==> src/rtl/fwt_pkg.sv <==
// Shared constants and types for the modular binary indexed tree core.
// Used by fwt_ctrl, fwt_datapath and fenwick_tree_mod_prefix_sum_core; no dependencies.
package fwt_pkg;

    // Storage geometry.
    localparam int MAX_ENTRIES = 65536;
    localparam int ADDR_W      = $clog2(MAX_ENTRIES);

    // Field widths of the request, result and size register.
    localparam int IDX_W  = 17;
    localparam int VAL_W  = 30;
    localparam int WALK_W = IDX_W + 1;

    // Modulus of the residue arithmetic.
    localparam logic [VAL_W-1:0] RESIDUE_PRIME = 30'd1000000007;

    // Table size after reset and largest usable position.
    localparam logic [IDX_W-1:0] SIZE_RESET = 17'd65536;
    localparam logic [IDX_W-1:0] MAX_POS    = IDX_W'(MAX_ENTRIES);

    // Request kinds.
    localparam logic REQ_UPDATE = 1'b0;
    localparam logic REQ_QUERY  = 1'b1;

    // Commands from the controller to the datapath.
    typedef struct packed {
        logic clear;
        logic load;
        logic step;
        logic finish;
    } cmd_t;

    // Status from the datapath to the controller.
    typedef struct packed {
        logic clear_last;
        logic walk_end;
    } status_t;

    // Controller states, one-hot.
    typedef enum logic [2:0] {
        ST_IDLE  = 3'b001,
        ST_CLEAR = 3'b010,
        ST_WALK  = 3'b100
    } state_t;

endpackage

==> src/rtl/fwt_ctrl.sv <==
// Controller state machine for the modular binary indexed tree core.
// Depends on fwt_pkg for the state, command and status types.
module fwt_ctrl (
    input  logic             clk,
    input  logic             rst_n,
    input  logic             start,
    input  fwt_pkg::status_t status,
    output fwt_pkg::cmd_t    cmd,
    output logic             busy
);

    fwt_pkg::state_t state_reg;
    fwt_pkg::state_t state_next;

    // State register; reset starts the clearing pass.
    always_ff @(posedge clk or negedge rst_n)
    begin
        if (!rst_n)
        begin
            state_reg <= fwt_pkg::ST_CLEAR;
        end
        else
        begin
            state_reg <= state_next;
        end
    end

    // Next state and commands.
    always_comb
    begin
        state_next = state_reg;
        cmd        = '0;
        busy       = 1'b1;
        case (state_reg)
            fwt_pkg::ST_CLEAR:
            begin
                cmd.clear = 1'b1;
                if (status.clear_last)
                begin
                    state_next = fwt_pkg::ST_IDLE;
                end
            end
            fwt_pkg::ST_IDLE:
            begin
                busy = 1'b0;
                if (start)
                begin
                    cmd.load   = 1'b1;
                    state_next = fwt_pkg::ST_WALK;
                end
            end
            fwt_pkg::ST_WALK:
            begin
                if (status.walk_end)
                begin
                    cmd.finish = 1'b1;
                    state_next = fwt_pkg::ST_IDLE;
                end
                else
                begin
                    cmd.step = 1'b1;
                end
            end
            default:
            begin
                state_next = fwt_pkg::ST_IDLE;
            end
        endcase
    end

endmodule

==> config.mk <==
export PLATFORM = sky130hd
export DESIGN_NAME = fwt_ctrl
export DESIGN_NICKNAME = d
export VERILOG_FILES = /design/src/rtl/fwt_pkg.sv /design/src/rtl/fwt_ctrl.sv
export SDC_FILE = /design/constraint.sdc
export NUM_CORES = 1
export LEC_CHECK = 0
export ABC_CLOCK_PERIOD_IN_PS = 1200
export BUFFER_PORTS_ARGS = -buffer_cell sky130_fd_sc_hd__buf_2
export CAP_MARGIN = 0
export CORE_AREA = 2 2 39 41
export CTS_CLUSTER_DIAMETER = 200
export DETAILED_ROUTE_END_ITERATION = 8
export DIE_AREA = 0 0 41 43
export GPL_TIMING_DRIVEN = 0
export PLACE_DENSITY_LB_ADDON = 0.12
export SYNTH_ARGS = -nofsm -noshare
export SYNTH_HDL_FRONTEND = slang
export SYNTH_SLANG_ARGS = --single-unit
export TNS_END_PERCENT = 20
==> constraint.sdc <==
create_clock -name clk -period 1.2 [get_ports clk]
set_input_delay 0.18 -clock clk [delete_from_list [all_inputs] [get_ports clk]]
set_output_delay 0.18 -clock clk [all_outputs]
set_load 0.03 [all_outputs]
[Word level (Yosys, flattened, before mapping)]
Cells that the tools add are included.
Word-level totals
  bits in registers: 3
  input port bits: 5
  output and inout bits: 5
  logic and storage cells: 19
Cells by class
  eq/ne operators: 6
  muxes and demuxes: 11
  reductions and logical operators: 1
Operators by type and width (count)
  $mux 3: 3
  $pmux 3 s3: 1
  $mux 1: 6
  $ne 2x2->1 const B: 3
  $eq 3x1->1 const B: 1
  $eq 3x2->1 const B: 1
  $eq 3x3->1 const B: 1
  $reduce_and 3->1: 1
  $mux 2: 1

[Depth between registers and ports, before layout]
  word-level depth: 3
  mapped depth: 2

[Worst setup path before layout]
Ideal clock, no wire load.
  path kind: register -> register
  start: register state_reg[0]
  end: register state_reg[0]
  data arrival time: 1.623 ns
  data required time: 1.016 ns
  path slack: -0.607 ns
  stages on the path, launching flop included: 3
  path through: dfrtp_1 -> nor4b_1 -> nor3_1
Between the ends
  word-level cells in the longest chain between the ends: 3
Ends and longest elaborated chain
  start: declaration: RTL line fwt_ctrl.sv:12  | fwt_pkg::state_t state_reg;
  start signal: assignment: RTL line fwt_ctrl.sv:20  | state_reg <= fwt_pkg::ST_CLEAR;
  start signal: assignment: RTL line fwt_ctrl.sv:24  | state_reg <= state_next;
  $eq 3x2->1, or another cell as far along: RTL line fwt_ctrl.sv:34  | case (state_reg)
  $ne 2x2->1 (no line)
  $reduce_and 3->1 (no line)
Several ways; a longest one is shown, not always the timed one.
A chain may end at the register's enable or synchronous reset.

==> reports/qor.csv <==
metric,value,unit
rows,14,
slowest_delay,0.58,ns
ant_nets,0,
worstPathMaxFanout,7,
placed_area,236.5,um2
synthesis.nets,19,
period_minus_slack,1.390,ns
cts_max_level,1,
final-setup-viol-count,5,
cts_buffer_depth,2,
avgSynthCellArea,11.44,um2
violations,setup timing,
synth_area_leader_cell,dfrtp_1,
num_vias,173,
crit_path_end_kind,primary output,
largest_reg_flops,3,
port-buffer-count,9,
status,finished with violations,
grt_first_pass_wirelength,779,um
cts_buffers,3,
path_buf_inv,1,
timing_hold_violations_final,0,
vdd_drop_max,0.5913,mV
crit_type,reg2out,
avgViaCountPerCell,3.932,
core,1384,um2
synth_cells,14,
clock_latency,0.23,ns
synth_edf_count,0,
synth.cell_area,160.2,um2
max_cap_violations,0,
place.gp.congestion,0.5903,
cp.arrival,1.21,ns
nets,34,
startpoint_type,register,
synth.area.top_cells,"dfrtp_1 31%, dfstp_2 16%, and4bb_2 16%, nor4b_1 11%, or3b_1 5.5%",
cp.required,1.02,ns
drv_slew,0,
grt_setup_unrepaired,true,
yosysSeqAreaShare,47.66,%
die_w,41,um
rrSetupSlack,0.07,ns
power.total,0.5159,mW
fill_cells,154,
hold_path_class,in2reg,
ys.flop_type,dfrtp_1,
initial_core_util,11.57,%
dieArea,1763,um2
drive_gt1_share,71.43,%
dp_slack,-0.05203,ns
area_delta_synth_final,98.44,%
post-dp-hpwl,344.3,um
final_area,317.8,um2
clk_pin_slew,0.04,ns
cellPowerDensity,1623,nW/um2
grt.overflow.total,0,
post-route-util,22.97,%
clockRootBuffer,clkbuf_4,
cp_slowest_cell,dfstp_2,
synth_common_cells,"2 x and4bb_2, 2 x dfrtp_1, 2 x nor4b_1",
placed_cells,39,
worstPathCellList,and4bb_2 -> buf_6,
fmax,719.6,MHz
final-instance-count-excl-fill,44,
die_h,43,um
fin_crit_sh,115.8,%
grt_max_degree,9,
ys_seq_elements,3,
cts_tree,done,
antenna_found_initial,0,
tightest_slew,0.2762,ns
finalWorstSetupSlack,-0.1896,ns
clock_skew,0.0007211,ns
power.leakage,0.1227,nW
diodes,0,
first_global_vias,173,
crit_family,flip-flops,
synth_cell_types,11,
wl,448,um
num_io_pins,10,
cts.sinks,3,
async_flop_share,100.0,%
slew_headroom,81.54,%
ys_warn_count,0,
drc,0,
track_usage,7.243,%
first_pass_iters,2,
synth_top_cell_area_share,31.25,%
initialDrtViolationCount,3,
wl_per_cell,10.18,um
-- layer usage --
| layer | up-vias | global-route usage, % | wire length, um | part of all wire (%) |
|---|---|---|---|---|
| met1 | 83 | 8.414 | 193 | 43 |
| li1 | 84 | - | - | - |
| met3 | 0 | 4.712 | 30 | 6.7 |
| met2 | 6 | 8.750 | 224 | 50 |
| met4 | 0 | 6.000 | 0 | 0 |
| met5 | - | 0 | 0 | 0 |
-- through the flow --
| step | hold slack, ns | TNS (ns) |
|---|---|---|
| after floorplan | -0.1156 | -0.2316 |
| after global placement | -0.02455 | -0.02722 |
| after detailed placement | -0.02106 | -0.05203 |
| after CTS | 0.08034 | -0.8049 |
| after global routing | 0.07486 | -1.042 |
| final | 0.08764 | -0.6830 |
-- layout by cell type (no fill, tap or decap) --
| cell | count |
|---|---|
| buf_6 | 4 |
| nor3b_2 | 1 |
| nor3_1 | 1 |
| buf_2 | 4 |
| buf_4 | 1 |
| nor4b_2 | 1 |
| nor4b_4 | 1 |
| or3b_1 | 1 |
| dfrtp_2 | 2 |
| dfstp_2 | 1 |
| dlygate4sd3_1 | 1 |
| nand3b_1 | 1 |
| nor2_1 | 1 |
| and4bb_2 | 2 |
| clkbuf_4 | 3 |
| clkbuf_1 | 1 |
| nand2_1 | 1 |
| a21oi_1 | 1 |
-- final cells by class --
| type | instances | area (um2) | share of cell area (%) |
|---|---|---|---|
| clock buffer | 4 | 26.28 | 8.268 |
| multi-input combinational | 11 | 110.1 | 34.65 |
| sequential | 3 | 78.83 | 24.80 |
| tap | 16 | 20.02 | 6.299 |
| timing repair buffer | 10 | 82.58 | 25.98 |
-- worst register-to-register path: stages, from the launching register on --
cell	delay, ns
dfstp_2	0.58
and4bb_2	0.26
nor3_1	0.19
-- cell families after synthesis --
family           synth area share, %
AND/OR/NAND/NOR                49.22
flip-flops                     47.66
AO/OA/AOI/OAI                  3.122
-- where the power goes --
part | switching [mW] | leakage (nW) | total (mW) | internal (mW)
combinational | 0.0865 | 0.0762 | 0.176 | 0.0894
sequential | 0.0433 | 0.0315 | 0.166 | 0.122
clock | 0.0498 | 0.0150 | 0.174 | 0.124
-- path summary, 6_finish.rpt --
path,start,endpoint,depth (start not counted)
setup / recovery,state_reg[1]$_DFFE_PN1P_,cmd[2],2
hold / removal,status[1],state_reg[1]$_DFFE_PN1P_,2
setup reg to reg,state_reg[1]$_DFFE_PN1P_,state_reg[0]$_DFFE_PN0P_,2
hold reg to reg,state_reg[2]$_DFFE_PN0P_,state_reg[1]$_DFFE_PN1P_,1
max in group asynchronous,rst_n,state_reg[1]$_DFFE_PN1P_,2
min in group asynchronous,rst_n,state_reg[2]$_DFFE_PN0P_,2
-- repair_timing --
| action | CTS | global route |
|---|---|---|
| endpoints found under the setup margin | 6 | 6 |
| setup buffers | 0 | 0 |
| gates resized for setup | 12 | 1 |
| hold endpoints to repair | 3 | 0 |
| hold buffers | 1 | 0 |
| cloned | 0 | 0 |
| pin swaps | 1 | 0 |
Power figures use the tool's default switching activity.
